### config.mk
export PLATFORM = sky130hd
export DESIGN_NAME = psrf_seq
export DESIGN_NICKNAME = d
export VERILOG_FILES = /design/src/hdl/psrf_pkg.sv /design/src/hdl/psrf_seq.sv
export SDC_FILE = /design/constraint.sdc
export NUM_CORES = 1
export LEC_CHECK = 0
export BUFFER_PORTS_ARGS = -buffer_cell sky130_fd_sc_hd__clkbuf_2
export CORE_UTILIZATION = 56
export DETAILED_ROUTE_END_ITERATION = 6
export GPL_TIMING_DRIVEN = 0
export PLACE_DENSITY_LB_ADDON = 0.1
export SYNTH_ARGS = -nofsm -noshare
export SYNTH_HDL_FRONTEND = slang
export SYNTH_SLANG_ARGS = --single-unit
### constraint.sdc
create_clock -name clock -period 10.55 [get_ports clock]
set_input_delay 2.11 -clock clock [delete_from_list [all_inputs] [get_ports clock]]
set_output_delay 2.11 -clock clock [all_outputs]
set_load 0.01 [all_outputs]
### src/hdl/psrf_pkg.sv
`timescale 1ns / 1ps

package psrf_pkg;

   // store geometry
   localparam int MAX_WIDTH  = 256;
   localparam int MAX_HEIGHT = 256;
   localparam int DEPTH      = MAX_WIDTH * MAX_HEIGHT;

   localparam int COL_W  = (MAX_WIDTH > 1) ? $clog2(MAX_WIDTH) : 1;
   localparam int ROW_W  = (MAX_HEIGHT > 1) ? $clog2(MAX_HEIGHT) : 1;
   localparam int ADDR_W = (DEPTH > 1) ? $clog2(DEPTH) : 1;

   // field widths
   localparam int CFG_W    = 9;
   localparam int CSR_IX_W = 1;
   localparam int POS_W    = 16;
   localparam int EXT_W    = 15;
   localparam int CHAN_W   = 8;
   localparam int PIX_W    = 4 * CHAN_W;

   // working widths
   localparam int SPAN_W = POS_W + 2;
   localparam int PROD_W = ROW_W + CFG_W + COL_W;
   localparam int CCNT_W = CFG_W + COL_W;
   localparam int RCNT_W = CFG_W + ROW_W;

   typedef enum logic [1:0] {
      OP_PUT   = 2'd0,
      OP_GET   = 2'd1,
      OP_CLEAR = 2'd2,
      OP_FILL  = 2'd3
   } opcode_type;

   typedef enum logic [CSR_IX_W-1:0] {
      CSR_FRAME_WIDTH  = 1'd0,
      CSR_FRAME_HEIGHT = 1'd1
   } csr_index_type;

   typedef enum logic [2:0] {
      ST_IDLE,
      ST_WALK,
      ST_READ,
      ST_RESULT
   } state_type;

   typedef struct packed {
      opcode_type               opcode;
      logic signed [POS_W-1:0]  x_pos;
      logic signed [POS_W-1:0]  y_pos;
      logic [EXT_W-1:0]         rect_width;
      logic [EXT_W-1:0]         rect_height;
      logic [PIX_W-1:0]         color;
   } cmd_type;

   typedef struct packed {
      logic              wr_en;
      logic              rd_en;
      logic [ADDR_W-1:0] addr;
      logic [PIX_W-1:0]  wdata;
   } mem_req_type;

   typedef struct packed {
      logic              read_valid;
      logic [CHAN_W-1:0] read_red;
      logic [CHAN_W-1:0] read_green;
      logic [CHAN_W-1:0] read_blue;
      logic [CHAN_W-1:0] read_alpha;
   } rsp_data_type;

endpackage

### src/hdl/psrf_seq.sv
`timescale 1ns / 1ps

module psrf_seq (
   input  logic                         clock,
   input  logic                         reset,
   input  logic                         cmd_valid,
   output logic                         cmd_ready,
   input  psrf_pkg::cmd_type            cmd,
   input  logic [psrf_pkg::CFG_W-1:0]   frame_w,
   input  logic [psrf_pkg::CFG_W-1:0]   frame_h,
   output psrf_pkg::mem_req_type        mem_req,
   input  logic [psrf_pkg::PIX_W-1:0]   mem_rdata,
   input  logic                         res_room,
   output logic                         res_push,
   output psrf_pkg::rsp_data_type       res_data
);

   psrf_pkg::state_type state_ff, state_in;

   logic [psrf_pkg::PIX_W-1:0] word_ff, word_in;
   logic [psrf_pkg::COL_W-1:0] col_ff, col_in;
   logic [psrf_pkg::COL_W-1:0] col_lo_ff, col_lo_in;
   logic [psrf_pkg::CFG_W-1:0] col_hi_ff, col_hi_in;
   logic [psrf_pkg::ROW_W-1:0] row_ff, row_in;
   logic [psrf_pkg::CFG_W-1:0] row_hi_ff, row_hi_in;
   psrf_pkg::rsp_data_type     res_ff, res_in;

   // pixel address
   logic [psrf_pkg::ROW_W-1:0]  addr_row;
   logic [psrf_pkg::COL_W-1:0]  addr_col;
   logic [psrf_pkg::PROD_W-1:0] addr_full;

   assign addr_row  = (state_ff == psrf_pkg::ST_WALK) ? row_ff
                      : cmd.y_pos[psrf_pkg::ROW_W-1:0];
   assign addr_col  = (state_ff == psrf_pkg::ST_WALK) ? col_ff
                      : cmd.x_pos[psrf_pkg::COL_W-1:0];
   assign addr_full = psrf_pkg::PROD_W'(addr_row) * psrf_pkg::PROD_W'(frame_w)
                      + psrf_pkg::PROD_W'(addr_col);

   // single pixel inside the frame
   logic pix_in_frame;
   assign pix_in_frame = !cmd.x_pos[psrf_pkg::POS_W-1] && !cmd.y_pos[psrf_pkg::POS_W-1]
      && ({1'b0, cmd.x_pos[psrf_pkg::POS_W-2:0]} < psrf_pkg::POS_W'(frame_w))
      && ({1'b0, cmd.y_pos[psrf_pkg::POS_W-2:0]} < psrf_pkg::POS_W'(frame_h));

   // rectangle bounds, clipped to the frame; clear covers the whole frame
   logic signed [psrf_pkg::SPAN_W-1:0] x_s, y_s, x_end, y_end, w_s, h_s;
   logic signed [psrf_pkg::SPAN_W-1:0] x_lo, x_hi, y_lo, y_hi;
   logic                               rect_empty;

   always_comb begin
      x_s   = {{(psrf_pkg::SPAN_W-psrf_pkg::POS_W){cmd.x_pos[psrf_pkg::POS_W-1]}},
               cmd.x_pos};
      y_s   = {{(psrf_pkg::SPAN_W-psrf_pkg::POS_W){cmd.y_pos[psrf_pkg::POS_W-1]}},
               cmd.y_pos};
      x_end = x_s + psrf_pkg::SPAN_W'(cmd.rect_width);
      y_end = y_s + psrf_pkg::SPAN_W'(cmd.rect_height);
      w_s   = {{(psrf_pkg::SPAN_W-psrf_pkg::CFG_W){1'b0}}, frame_w};
      h_s   = {{(psrf_pkg::SPAN_W-psrf_pkg::CFG_W){1'b0}}, frame_h};
      if (cmd.opcode == psrf_pkg::OP_CLEAR) begin
         x_lo = '0;
         y_lo = '0;
         x_hi = w_s;
         y_hi = h_s;
      end else begin
         x_lo = x_s[psrf_pkg::SPAN_W-1] ? '0 : x_s;
         y_lo = y_s[psrf_pkg::SPAN_W-1] ? '0 : y_s;
         x_hi = (x_end > w_s) ? w_s : x_end;
         y_hi = (y_end > h_s) ? h_s : y_end;
      end
      rect_empty = (x_hi <= x_lo) || (y_hi <= y_lo);
   end

   // end of row and end of rectangle
   logic [psrf_pkg::CCNT_W-1:0] col_next;
   logic [psrf_pkg::RCNT_W-1:0] row_next;
   logic                        col_last, row_last;

   assign col_next = psrf_pkg::CCNT_W'(col_ff) + psrf_pkg::CCNT_W'(1);
   assign row_next = psrf_pkg::RCNT_W'(row_ff) + psrf_pkg::RCNT_W'(1);
   assign col_last = (col_next == psrf_pkg::CCNT_W'(col_hi_ff));
   assign row_last = (row_next == psrf_pkg::RCNT_W'(row_hi_ff));

   always_ff @(posedge clock) begin
      if (reset) begin
         state_ff <= psrf_pkg::ST_IDLE;
      end else begin
         state_ff <= state_in;
      end
   end

   always_ff @(posedge clock) begin
      word_ff   <= word_in;
      col_ff    <= col_in;
      col_lo_ff <= col_lo_in;
      col_hi_ff <= col_hi_in;
      row_ff    <= row_in;
      row_hi_ff <= row_hi_in;
      res_ff    <= res_in;
   end

   always_comb begin
      state_in      = state_ff;
      word_in       = word_ff;
      col_in        = col_ff;
      col_lo_in     = col_lo_ff;
      col_hi_in     = col_hi_ff;
      row_in        = row_ff;
      row_hi_in     = row_hi_ff;
      res_in        = res_ff;
      cmd_ready     = 1'b0;
      res_push      = 1'b0;
      res_data      = '0;
      mem_req.wr_en = 1'b0;
      mem_req.rd_en = 1'b0;
      mem_req.addr  = psrf_pkg::ADDR_W'(addr_full);
      mem_req.wdata = word_ff;

      unique case (state_ff)
         psrf_pkg::ST_IDLE: begin
            cmd_ready = 1'b1;
            if (cmd_valid) begin
               word_in = cmd.color;
               unique case (cmd.opcode)
                  psrf_pkg::OP_PUT: begin
                     mem_req.wr_en = pix_in_frame;
                     mem_req.wdata = cmd.color;
                     if (res_room) begin
                        res_push = 1'b1;
                     end else begin
                        res_in   = '0;
                        state_in = psrf_pkg::ST_RESULT;
                     end
                  end
                  psrf_pkg::OP_GET: begin
                     if (pix_in_frame) begin
                        mem_req.rd_en = 1'b1;
                        state_in      = psrf_pkg::ST_READ;
                     end else if (res_room) begin
                        res_push = 1'b1;
                     end else begin
                        res_in   = '0;
                        state_in = psrf_pkg::ST_RESULT;
                     end
                  end
                  psrf_pkg::OP_CLEAR,
                  psrf_pkg::OP_FILL: begin
                     if (!rect_empty) begin
                        col_in    = x_lo[psrf_pkg::COL_W-1:0];
                        col_lo_in = x_lo[psrf_pkg::COL_W-1:0];
                        col_hi_in = x_hi[psrf_pkg::CFG_W-1:0];
                        row_in    = y_lo[psrf_pkg::ROW_W-1:0];
                        row_hi_in = y_hi[psrf_pkg::CFG_W-1:0];
                        state_in  = psrf_pkg::ST_WALK;
                     end else if (res_room) begin
                        res_push = 1'b1;
                     end else begin
                        res_in   = '0;
                        state_in = psrf_pkg::ST_RESULT;
                     end
                  end
                  default: ;
               endcase
            end
         end

         psrf_pkg::ST_WALK: begin
            mem_req.wr_en = 1'b1;
            if (col_last) begin
               col_in = col_lo_ff;
               if (row_last) begin
                  if (res_room) begin
                     res_push = 1'b1;
                     state_in = psrf_pkg::ST_IDLE;
                  end else begin
                     res_in   = '0;
                     state_in = psrf_pkg::ST_RESULT;
                  end
               end else begin
                  row_in = row_next[psrf_pkg::ROW_W-1:0];
               end
            end else begin
               col_in = col_next[psrf_pkg::COL_W-1:0];
            end
         end

         psrf_pkg::ST_READ: begin
            // read data is back from the store this cycle
            res_data.read_valid = 1'b1;
            res_data.read_red   = mem_rdata[psrf_pkg::CHAN_W-1:0];
            res_data.read_green = mem_rdata[2*psrf_pkg::CHAN_W-1:psrf_pkg::CHAN_W];
            res_data.read_blue  = mem_rdata[3*psrf_pkg::CHAN_W-1:2*psrf_pkg::CHAN_W];
            res_data.read_alpha = mem_rdata[4*psrf_pkg::CHAN_W-1:3*psrf_pkg::CHAN_W];
            if (res_room) begin
               res_push = 1'b1;
               state_in = psrf_pkg::ST_IDLE;
            end else begin
               res_in   = res_data;
               state_in = psrf_pkg::ST_RESULT;
            end
         end

         psrf_pkg::ST_RESULT: begin
            res_data = res_ff;
            if (res_room) begin
               res_push = 1'b1;
               state_in = psrf_pkg::ST_IDLE;
            end
         end

         default: begin
            state_in = psrf_pkg::ST_IDLE;
         end
      endcase
   end

endmodule

; ---- Word level (Yosys, flattened, before mapping)
; Cells that the tools add are included.
; Widths: inputs -> output; s select.
[word_totals]
regBits = 110
output_inout_bits = 85
[op_classes]
add_sub_neg = 5
multipliers = 1
n_lt_le_gt_ge = 6
eq_ne = 18
n_mux = 59
bitwise_logic = 1
n_reduce_logical = 18
[op_table]
columns = operator, count
row1 = $mux 33, 7
row2 = $pmux 33 s3, 2
row3 = $mux 32, 3
row4 = $mux 8, 11
row5 = $mux 18, 4
row6 = $pmux 33 s2, 1
row7 = $mux 15, 4
row8 = $le 18x18->1, 2
row9 = $add 16x16->17, 2
row10 = $gt 17x10->1, 2
row11 = $pmux 8 s2, 2
row12 = $lt 15x9->1, 2
row13 = $mux 3, 7
row14 = $add 8x1->9 const B, 2
row15 = $eq 9x9->1, 2
row16 = $add 16x8->16, 1
row17 = $mul 8x9->16, 1
row18 = $ne 2x2->1 const B, 7
row19 = $pmux 3 s4, 1
row20 = $reduce_and 4->1, 3
row21 = $mux 1, 11
row22 = $pmux 3 s3, 1
row23 = $reduce_and 7->1, 1
row24 = $eq 3x2->1 const B, 2
row25 = 19 further kinds, 27

; ---- Depth between registers and ports, before layout
; Gate-level depths: netlist (run 1).
[logic_depth]
word_depth = 10
ltp_mapped = 32
ltp_nobuf = 31

; ---- Worst setup path after synthesis (run 1)
; Ideal clock, no wire load.
[synth_timing]
path_type = input port to output port
startpoint = input cmd[32] (netlist name)
endpoint = output res_push
arrival_ns = 7.257
path_slack_ns = 1.183
cell_stages = 25
path_cell_list = ha_1 inv_1 fa_1 nand2b_1 a21oi_1 o31a_1 nor2b_1 xnor2_1 ha_1 nand4_1 nor4_1 a31o_2 nand3_1 or4_1 o21ai_4 clkbuf_1 o21ai_0 ha_1 nand4_1 or2_2 nor3_1 nand3_1 mux2i_1 nor4b_4 o41ai_1
[synth_between]
elab_chain_len = 10
[synth_lines]
columns = element, line_no
row1 = from (decl), psrf_seq.sv:8  ; input psrf_pkg::cmd_type cmd,
row2 = $add 16x16->17 *, psrf_seq.sv:57  ; y_end = y_s + psrf_pkg::SPAN_W'(cmd.rect_height);
row3 = $gt 17x10->1, psrf_seq.sv:69  ; y_hi = (y_end > h_s) ? h_s : y_end;
row4 = $mux 18 *, psrf_seq.sv:69
row5 = $mux 18 *, psrf_seq.sv:60  ; if (cmd.opcode == psrf_pkg::OP_CLEAR) begin
row6 = "net y_hi, one bit", psrf_seq.sv:48  ; logic signed [psrf_pkg::SPAN_W-1:0] x_lo, x_hi, y_lo, y_hi;
row7 = $le 18x18->1 *, psrf_seq.sv:71  ; rect_empty = (x_hi <= x_lo) || (y_hi <= y_lo);
row8 = $logic_or 1x1->1 *, psrf_seq.sv:71
row9 = $mux 1 *, psrf_seq.sv:148  ; if (!rect_empty) begin
row10 = $pmux 1 s3 *, psrf_seq.sv:124  ; unique case (cmd.opcode)
row11 = $mux 1 *, psrf_seq.sv:122  ; if (cmd_valid) begin
row12 = $pmux 1 s3 *, psrf_seq.sv:119  ; unique case (state_ff)
row13 = to (decl), psrf_seq.sv:14  ; output logic res_push,
; The timed path passes the listed nets; every way through them passes the cells marked *.

; ---- Final worst setup path (run 1)
[layout_timing]
startpoint = input cmd[78] (netlist name)
endpoint = output res_push
[layout_between]
elab_chain_len = 10
[layout_lines]
columns = element, line_no
row1 = $add 16x16->17 *, psrf_seq.sv:56  ; x_end = x_s + psrf_pkg::SPAN_W'(cmd.rect_width);
row2 = $gt 17x10->1, psrf_seq.sv:68  ; x_hi = (x_end > w_s) ? w_s : x_end;
row3 = $mux 18 *, psrf_seq.sv:68
row4 = $mux 18 *, psrf_seq.sv:60
row5 = "net x_hi, one bit", psrf_seq.sv:48
row6 = $le 18x18->1 *, psrf_seq.sv:71
row7 = $logic_or 1x1->1 *, psrf_seq.sv:71
row8 = $mux 1 *, psrf_seq.sv:148
row9 = $pmux 1 s3 *, psrf_seq.sv:124
row10 = $mux 1 *, psrf_seq.sv:122
row11 = $pmux 1 s3 *, psrf_seq.sv:119
; Marked as above.

==> results of run 1 <==
[worst max-delay path: cells and delay by family]
| kind | cells | cell delay, ns |
|---|---|---|
| adders and majority gates | 4 | 1.14 |
| AOI/OAI and AO/OA | 13 | 2.29 |
| buffers and inverters | 4 | 0.50 |
| and+or+nand+nor | 10 | 1.56 |
| xor gates and xnor gates | 1 | 0.20 |
| muxes | 1 | 0.36 |
[how the worst max path moves through the flow]
| stage | from | endpoint | slack (ns) | cells past startpoint |
|---|---|---|---|---|
| 2_1_floorplan | cmd[32] | res_push | 1.18 | 25 |
| 3_3_place_gp | cmd[62] | col_hi_ff[1]$_DFFE_PP_ | -0.54 | 26 |
| 6_report | cmd[78] | res_push | 0.27 | 33 |
| 4_1_cts | cmd[78] | res_push | 0.09 | 33 |
| 3_5_place_dp | cmd[78] | res_push | -0.04 | 33 |
| 5_1_grt | cmd[78] | res_push | -0.004 | 33 |
[sequential cells by signal (all words and copies together) (netlist names)]
signal,count
state_ff,3
res_ff,33
col_lo_ff,8
col_hi_ff,9
row_ff,8
col_ff,8
word_ff,32
row_hi_ff,9
[cells in the mapped netlist, drive strengths merged, types with 3 or more instances]
library cell and instances:
mux2i 16, fa 51, or3 6, edfxtp 107, and2 48, nor2 53, o31ai 4, mux2 43
o2111ai 5, o21ai 64, o41ai 3, xnor2 42, a21o 61, nand2b 15, dfxtp 3, and3 11
nand4 10, a21oi 58, nor4 8, a21boi 3, inv 114, clkbuf 30, xor2 25, nand3 33
nor3 14, buf 3, ha 131, o21a 3, nand2 147, nor2b 17, o211ai 5, a211oi 5
o22a 3
[kinds of logic after synthesis]
logic type,count (synthesis)
fa+ha+maj,182
flops,110
buf+inv,147
simple gates,374
xor+xnor,67
mux,59
other cells,1
compound gates,232
[timing repair]
| action | CTS | global route |
|---|---|---|
| pin swaps | 1 | 2 |
| endpoints found under the setup margin | 1 | 1 |
| gates resized for setup | 0 | 14 |
| setup buffers | 1 | 2 |
| cloned | 0 | 0 |
[cell type report]
type                            instances  area share
Clock inverter                          7     0.00474
Inverter                              114      0.0331
Tap cell                              260      0.0251
Buffer                                 33      0.0104
Multi-Input combinational cell        915       0.562
Timing Repair Buffer                  235      0.0944
Sequential cell                       110       0.253
Clock buffer                            9      0.0174
[per-layer routing]
layer	GRT usage	part of all wire	vias up
met4	0.0634	0.017	0
met2	0.484	0.50	232
li1	-	-	4619
met5	0	0	-
met1	0.337	0.45	4332
met3	0.0326	0.038	36
[per-stage QoR]
stage	setup TNS (ns)	area [sq um]	worst slack, ns	hold slack [ns]
final	0	12900	0.271	0.561
after global placement	-13.90	12500	-0.536	0.540
after floorplan	0	11000	1.18	0.525
after global routing	-0.00432	12900	-0.00432	0.599
after detailed placement	-0.0434	12600	-0.0434	0.549
after CTS	0	12900	0.0949	0.567
[power groups by stage]
stage	Clock, mW	Combinational, mW	Sequential [mW]
finish	0.334	0.891	0.501
global placement	0	0.860	0.512
detailed placement	0	0.886	0.511
CTS	0.338	0.893	0.501
global route	0.354	1.01	0.502
floorplan	0	0.623	0.510
==> out/qor.yml, run 1 <==
routed_wl_um: 26700
place_congestion: 0.913
core_sq_um: 19000
start_util: 0.581
slowest_stage: "fa_1"
clk_path_buf_depth: 2
setup_viol: 0
reg2regPathDepth: 11
switching_share: 0.385
synth_cells: 1172
synth_top_family_by_area: "adder cells"
dp_hpwl_um: 22100
hold_start: "res_ff[32]$_SDFFCE_PN1P_"
ys_types: 64
holdPathEnd: "res_ff[32]$_SDFFCE_PN1P_"
rows: 50
seqPwrFrac: 0.290
placed_cells: 1663
grt_pass1_wl_um: 42800
synth-simple-area-share: 0.165
grt_max_degree: 37
track_usage: 0.267
postCtsHoldBufs: 0
die_area_sq_um: 20300
max_freq_mhz: 97.3
maxCapViolations: 0
critPathKind: "in -> out"
hold_viol: 0
synth-compound-area-share: 0.135
power_frac_comb: 0.516
final_cells: 1683
ys_ff_latch: 110
max_slew_margin: 0.444
slew_violations: 0
fin_skew_ns: 0.00803
cts-root-buf: "clkbuf_16"
fp.dieH_um: 142
syn_nets: 1504
fin_crit_sh: 0.974
wl_per_cell_um: 15.9
synth_flop_cell: "edfxtp_1"
synth-xor-area-share: 0.0532
slowest_delay_ns: 0.41
fin_total_pwr_mw: 1.73
holdPathStages: 1
finalNetCount: 1750
r2r_slack_ns: 6.42
multi_input_area_sq_um: 7270
vias: 9219
cts_tree: "yes"
ys_warn_count: 0
async_reset_ff_frac: 0
postRouteAntennaNets: 0
rr_endpoint: "res_ff[3]$_DFFE_PP_"
fill_cells: 1617
leakage_nw: 6.34
synth_edf_count: 107
clk_latency_ns: 0.36
run_status: "finished clean"
hp-class: "reg -> reg"
avgViaCountPerCell: 5.48
portBuffers: 228
synth_top_cell_area_share: 0.291
end_kind: "primary output"
p_per_area_nw_per_um2: 133
htreeDepth: 3
grt.overflow.total: 0
drive_gt1_frac: 0.219
final_common_cell: "clkbuf_2"
synthToLayoutAreaGrowth_pct: 17.2
critPathRequiredTime_ns: 8.44
die_w_um: 142
cp_data_arrival_time_ns: 8.17
startpoint_type: "input port"
cts_buffers: 9
clock_sinks: 110
drc: 0
grt_pass1_vias: 8958
antenna_cells: 0
io_pins: 235
fin_util: 0.680
pwr-share-clk: 0.193
critPathMostFrequentCell: "o21ai_0"
fin_crit_ns: 10.28
drt_pre_antenna_iters: 5
postSynthAreaPerCell_sq_um: 9.42
yosys.area_share.adder: 0.241
reg2reg_from: "col_ff[2]$_DFFE_PP_"
mostFrequentLayoutCells: "clkbuf_2 (228), nand2_1 (146), ha_1 (131), inv_1 (113), edfxtp_1 (107)"
path_clk_slew_ns: 0.07
synth.area.top_cells: "edfxtp_1 (29%), ha_1 (15%), fa_1 (9.2%)"
netlist_area_sq_um: 11000
synthMuxAreaShare: 0.0587
worstMarginPinSlew_ns: 0.829
antenna_found_initial: 0
ff_latch_area_sq_um: 3270
seq_area_frac_synth: 0.296
peakVddDrop_mv: 0.0977
p_switching_mw: 0.664
crit_path_max_fanout: 10
yosys.area.top_type: "edfxtp_1"
p_int_mw: 1.06
drt-initial-drc-count: 449
No activity file was read; power rests on OpenSTA's default activity.
==> inputs of run 2 (changes only) <==
==> constraint.sdc (replaced) <==
create_clock -name clock -period 10 [get_ports clock]
set_input_delay 2 -clock clock [delete_from_list [all_inputs] [get_ports clock]]
set_output_delay 2 -clock clock [all_outputs]
set_load 0.01 [all_outputs]
==> run 2 against run 1 <==
Against the previous run:
- power up 5.7%
- core utilization up 0.24 points
- largest cell class unchanged
- sequential power up 5.6%
- critical endpoint unchanged
- combinational power up 6.1%
- cell count up 0.18%
- sequential share of layout area down 0.088 points
- clock skew about the same
- largest power group unchanged
- sequential cell count unchanged
- wire length up 0.12%
==> out/qor.yml, run 2 (synthesis gave the netlist of run 1 again) <==
crit_path_max_fanout: 10  # unchanged
routed_wl_um: 26800  # +0.12%
cts_tree: "yes"
rsz0062_at_grt: "yes"
vias: 9196  # -0.25%
fin_skew_ns: 0.00778  # -0.000251 ns
portBuffers: 228  # unchanged
io_pins: 235  # unchanged
slew_violations: 0  # unchanged
r2r_slack_ns: 5.88  # -0.54 ns
startpoint_type: "input port"
grt_pass1_wl_um: 42800  # about the same
grt.overflow.total: 0  # unchanged
fin_crit_ns: 9.81
drc: 0  # unchanged
peakVddDrop_mv: 0.103  # +5.5%
final_cells: 1686  # +0.18%
top_register: "res_ff"
p_switching_mw: 0.702  # +5.7%
finalNetCount: 1753  # +0.17%
die_area_sq_um: 20300  # unchanged
track_usage: 0.267  # about the same
p_int_mw: 1.12  # +5.8%
cp_data_arrival_time_ns: 7.81  # -0.36 ns
fin_crit_sh: 0.981
hold_viol: 0  # unchanged
slowest_delay_ns: 0.40  # about the same
reg2reg_from: "col_ff[2]$_DFFE_PP_"
antenna_cells: 0  # unchanged
worstMarginPinSlew_ns: 0.809  # -0.0198 ns
max_slew_margin: 0.457  # +0.0133
wl_per_cell_um: 15.9  # about the same
fp.dieH_um: 142  # unchanged
largest_register_ffs: 33  # unchanged
avgViaCountPerCell: 5.45  # -0.43%
max_freq_mhz: 102
hp-class: "reg -> reg"
path_clk_slew_ns: 0.07  # about the same
power_frac_comb: 0.518  # +0.002
slowest_stage: "nor4b_4"
setup_viol: 0  # unchanged
fin_hold_ws_ns: 0.561  # -0.00000100 ns
critPathRequiredTime_ns: 8.00  # -0.44 ns
end_kind: "primary output"
grt_max_degree: 37  # unchanged
critPathMostFrequentCell: "o21ai_0"
placed_cells: 1663  # unchanged
htreeDepth: 3  # unchanged
setup_tns_ns: 0  # unchanged
clk_latency_ns: 0.36  # about the same
p_per_area_nw_per_um2: 141  # +5.4%
place_congestion: 0.913  # unchanged
seqPwrFrac: 0.290  # about the same
synthToLayoutAreaGrowth_pct: 17.6
fin_util: 0.683  # +0.00237
cts-root-buf: "clkbuf_16"
critPathKind: "in -> out"
start_util: 0.581  # unchanged
cp-startpoint: "cmd[78]"
cp-endpoint: "res_push"
clock_sinks: 110  # unchanged
drt_pre_antenna_iters: 5  # unchanged
grt_pass1_vias: 8958  # unchanged
postRouteAntennaNets: 0  # unchanged
mostFrequentLayoutCells: "clkbuf_2 (228), nand2_1 (146), ha_1 (130), inv_1 (113), edfxtp_1 (107)"
maxCapViolations: 0  # unchanged
pwr-share-clk: 0.193  # about the same
drt-initial-drc-count: 452  # +0.67%
antenna_found_initial: 0  # unchanged
rows: 50  # unchanged
drive_gt1_frac: 0.224  # +0.00515
rr_endpoint: "res_ff[2]$_DFFE_PP_"
run_status: "finished clean"
final_common_cell: "clkbuf_2"
top_regs: "res_ff: 33 flops, word_ff: 32 flops"
clk_path_buf_depth: 2  # unchanged
core_sq_um: 19000  # unchanged
switching_share: 0.385  # about the same
stdcell_area_sq_um: 13000  # +0.35%
die_w_um: 142  # unchanged
reg2regPathDepth: 11  # unchanged
cts_buffers: 9  # unchanged
dp_hpwl_um: 22100  # unchanged
leakage_nw: 6.35  # +0.23%
post_dp_cell_area_sq_um: 12600  # unchanged
## run 2: layout make-up
type | count | area [sq um]
clock buffers | 9 | 225
fillers | 1608 | 6030
plain buffers | 32 | 131
well taps | 260 | 325
multi-input cells | 915 | 7290
clock inverters | 7 | 61.3
inverters | 114 | 428
repair buffers | 239 | 1250
flip-flops and latches | 110 | 3270
## run 2: power groups by stage
| stage | clock network, mW | logic [mW] | registers (mW) |
|---|---|---|---|
| finish | 0.352 | 0.945 | 0.529 |
| floorplan | 0 | 0.657 | 0.538 |
| detailed placement | 0 | 0.935 | 0.539 |
| global route | 0.373 | 1.08 | 0.530 |
| global placement | 0 | 0.907 | 0.540 |
| CTS | 0.357 | 0.944 | 0.529 |
## run 2: through the flow
step | worst slack, ns | power, mW
after floorplan | 0.853 | 1.20
after CTS | 0.0217 | 1.83
final | 0.192 | 1.83
after detailed placement | -0.373 | 1.47
after global routing | -0.0472 | 1.98
after global placement | -0.976 | 1.45
## run 2: worst min path at each step
stage	from	to	slack [ns]	cells after the start
3_3_place_gp	res_ff[32]$_SDFFCE_PN1P_	res_ff[32]$_SDFFCE_PN1P_	0.54	1
6_report	res_ff[32]$_SDFFCE_PN1P_	res_ff[32]$_SDFFCE_PN1P_	0.56	1
3_5_place_dp	res_ff[32]$_SDFFCE_PN1P_	res_ff[32]$_SDFFCE_PN1P_	0.55	1
5_1_grt	res_ff[32]$_SDFFCE_PN1P_	res_ff[32]$_SDFFCE_PN1P_	0.60	1
2_1_floorplan	res_ff[32]$_SDFFCE_PN1P_	res_ff[32]$_SDFFCE_PN1P_	0.52	1
4_1_cts	res_ff[32]$_SDFFCE_PN1P_	res_ff[32]$_SDFFCE_PN1P_	0.57	1
## run 2: timing repair
action,4_1_cts,5_1_grt
pin swaps,1,5
hold buffers,0,0
cloned,0,0
setup buffers,1,6
gates resized for setup,7,11
setup endpoints to repair,1,3
## run 2: worst max-delay path, delay by kind of cell
| kind | cells | cell delay [ns] |
|---|---|---|
| compound gates | 13 | 2.07 |
| simple gates | 10 | 1.57 |
| fa+ha+maj | 4 | 1.11 |
| buf+inv | 4 | 0.49 |
| mux | 1 | 0.36 |
| xor+xnor | 1 | 0.20 |
## run 2: metal layers
metal  track usage  vias up  share of wire  wire length [um]
li1              -     4624              -                 -
met1         0.338     4317           0.45             12100
met2         0.483      216           0.50             13300
met3        0.0326       39          0.034               901
met4        0.0634        0          0.017               461
met5             0        -              0                 0
==> inputs of run 3 (changes only) <==
==> constraint.sdc (replaced) <==
create_clock -name clock -period 9.75 [get_ports clock]
set_input_delay 1.95 -clock clock [delete_from_list [all_inputs] [get_ports clock]]
set_output_delay 1.95 -clock clock [all_outputs]
set_load 0.01 [all_outputs]
==> run 3 against run 2 <==
Against the previous run:
- core utilization is 0.059 points higher
- first-iteration DRC count up 8.0%
- die area is the same
- non-clock buffer count is 1 lower
==> out/qor.yml, run 3 (synthesis gave the netlist of run 1 again) <==
run_status: "finished clean"
cp_data_arrival_time_ns: 7.64  # -0.17 ns
drt_pre_antenna_iters: 5  # unchanged
path_clk_slew_ns: 0.07  # about the same
fin_skew_ns: 0.00829  # +0.000517 ns
p_int_mw: 1.15  # +2.7%
grt_pass1_vias: 8997  # +0.44%
finalNetCount: 1752  # -0.057%
leakage_nw: 6.35  # about the same
dp_hpwl_um: 22100  # unchanged
top_register: "res_ff"
portBuffers: 228  # unchanged
wl_per_cell_um: 15.9  # about the same
postRouteAntennaNets: 0  # unchanged
grt_max_degree: 37  # unchanged
place_congestion: 0.913  # unchanged
switching_share: 0.385  # about the same
core_sq_um: 19000  # unchanged
io_pins: 235  # unchanged
drt-initial-drc-count: 488  # +8.0%
antenna_found_initial: 0  # unchanged
die_w_um: 142  # unchanged
mostFrequentLayoutCells: "clkbuf_2 (229), nand2_1 (146), ha_1 (130), inv_1 (113), edfxtp_1 (107)"
grt.overflow.total: 0  # unchanged
maxCapViolations: 0  # unchanged
cts-root-buf: "clkbuf_16"
slew_violations: 0  # unchanged
seqPwrFrac: 0.289  # about the same
p_switching_mw: 0.722  # +2.8%
synthToLayoutAreaGrowth_pct: 17.7  # about the same
startpoint_type: "input port"
clk_path_buf_depth: 2  # unchanged
drive_gt1_frac: 0.227  # +0.00296
cp_top_family: "compound AO/OA/AOI/OAI gates"
track_usage: 0.268  # +0.00132
hp-class: "reg -> reg"
clock_sinks: 110  # unchanged
p_per_area_nw_per_um2: 144  # +2.6%
slowest_stage: "nor4b_4"
peakVddDrop_mv: 0.106  # +2.6%
top_regs: "res_ff: 33 flops, word_ff: 32 flops"
worstMarginPinSlew_ns: 0.790  # -0.0191 ns
cts_buffers: 9  # unchanged
routed_wl_um: 26700  # about the same
grt_pass1_wl_um: 43000  # +0.47%
hold_viol: 0  # unchanged
rsz0062_at_grt: "yes"
cp_num_buf_inv: 4  # unchanged
max_freq_mhz: 104
drc: 0  # unchanged
critPathKind: "in -> out"
final_common_cell: "clkbuf_2"
critPathMostFrequentCell: "o21ai_1"
cts_tree: "yes"
rows: 50  # unchanged
crit_path_max_fanout: 9  # -1
slowest_delay_ns: 0.40  # about the same
die_area_sq_um: 20300  # unchanged
setup_slack_ns: 0.158  # -0.0344 ns
start_util: 0.581  # unchanged
postCtsHoldBufs: 0  # unchanged
clk_latency_ns: 0.36  # about the same
avgViaCountPerCell: 5.47  # +0.26%
fin_crit_sh: 0.984
max_slew_margin: 0.471  # +0.0144
power_frac_comb: 0.518  # about the same
critPathRequiredTime_ns: 7.80  # -0.20 ns
pwr-share-clk: 0.193  # about the same
end_kind: "primary output"
vias: 9214  # +0.20%
antenna_cells: 0  # unchanged
fin_crit_ns: 9.59
largest_register_ffs: 33  # unchanged
fp.dieH_um: 142  # unchanged
place_ws_ns: -0.523  # -0.150 ns
htreeDepth: 3  # unchanged
setup_tns_ns: 0  # unchanged
setup_viol: 0  # unchanged
-- run 3: path summary, 6_finish.rpt --
check                                              start                       end  slack, ns  cells past startpoint
worst min-delay path            res_ff[32]$_SDFFCE_PN1P_  res_ff[32]$_SDFFCE_PN1P_       0.56                      1
worst max-delay path                             cmd[78]                  res_push       0.16                     33
worst min register to register  res_ff[32]$_SDFFCE_PN1P_  res_ff[32]$_SDFFCE_PN1P_       0.56                      1
worst max register to register       col_ff[2]$_DFFE_PP_       res_ff[2]$_DFFE_PP_       5.65                     11
-- run 3: power by group through the flow --
stage	registers, mW	clock network, mW	logic, mW
after floorplan	0.552	0	0.674
after global placement	0.554	0	0.930
after detailed placement	0.553	0	0.959
after CTS	0.543	0.366	0.973
after global routing	0.543	0.383	1.11
final	0.542	0.361	0.971
-- run 3: through the flow --
stage / power (mW) / cell area [sq um] / utilization / hold slack (ns) / cells
after floorplan: 1.23 / 11000 / - / 0.525 / 1172
after global placement: 1.48 / 12500 / 0.658 / 0.540 / 1660
after detailed placement: 1.51 / 12600 / 0.661 / 0.549 / 1663
after CTS: 1.88 / 12900 / 0.679 / 0.567 / 1682
after global routing: 2.03 / 13000 / 0.683 / 0.599 / 1685
final: 1.87 / 13000 / 0.683 / 0.561 / 1685
-- run 3: cell type report --
type / count / area [sq um]
multi-input cells: 915 / 7310
clock inverters: 7 / 61.3
fillers: 1611 / 6020
clock buffers: 9 / 225
well taps: 260 / 325
flip-flops and latches: 110 / 3270
inverters: 114 / 428
repair buffers: 237 / 1240
plain buffers: 33 / 140
-- run 3: per-layer routing --
layer / vias up / share of wire / GRT usage / wire length (um)
met2: 223 / 0.50 / 0.486 / 13300
met5: - / 0 / 0 / 0
met4: 0 / 0.017 / 0.0662 / 452
met1: 4328 / 0.45 / 0.338 / 12000
met3: 37 / 0.036 / 0.0330 / 962
li1: 4626 / - / - / -
-- run 3: timing repair --
item                                   in CTS  in global routing
pin swaps                                   2                 11
resized for setup                          12                 16
gates cloned                                0                  0
endpoints found under the hold margin       0                  0
buffers inserted                            3                  2
setup endpoints to repair                   1                  4
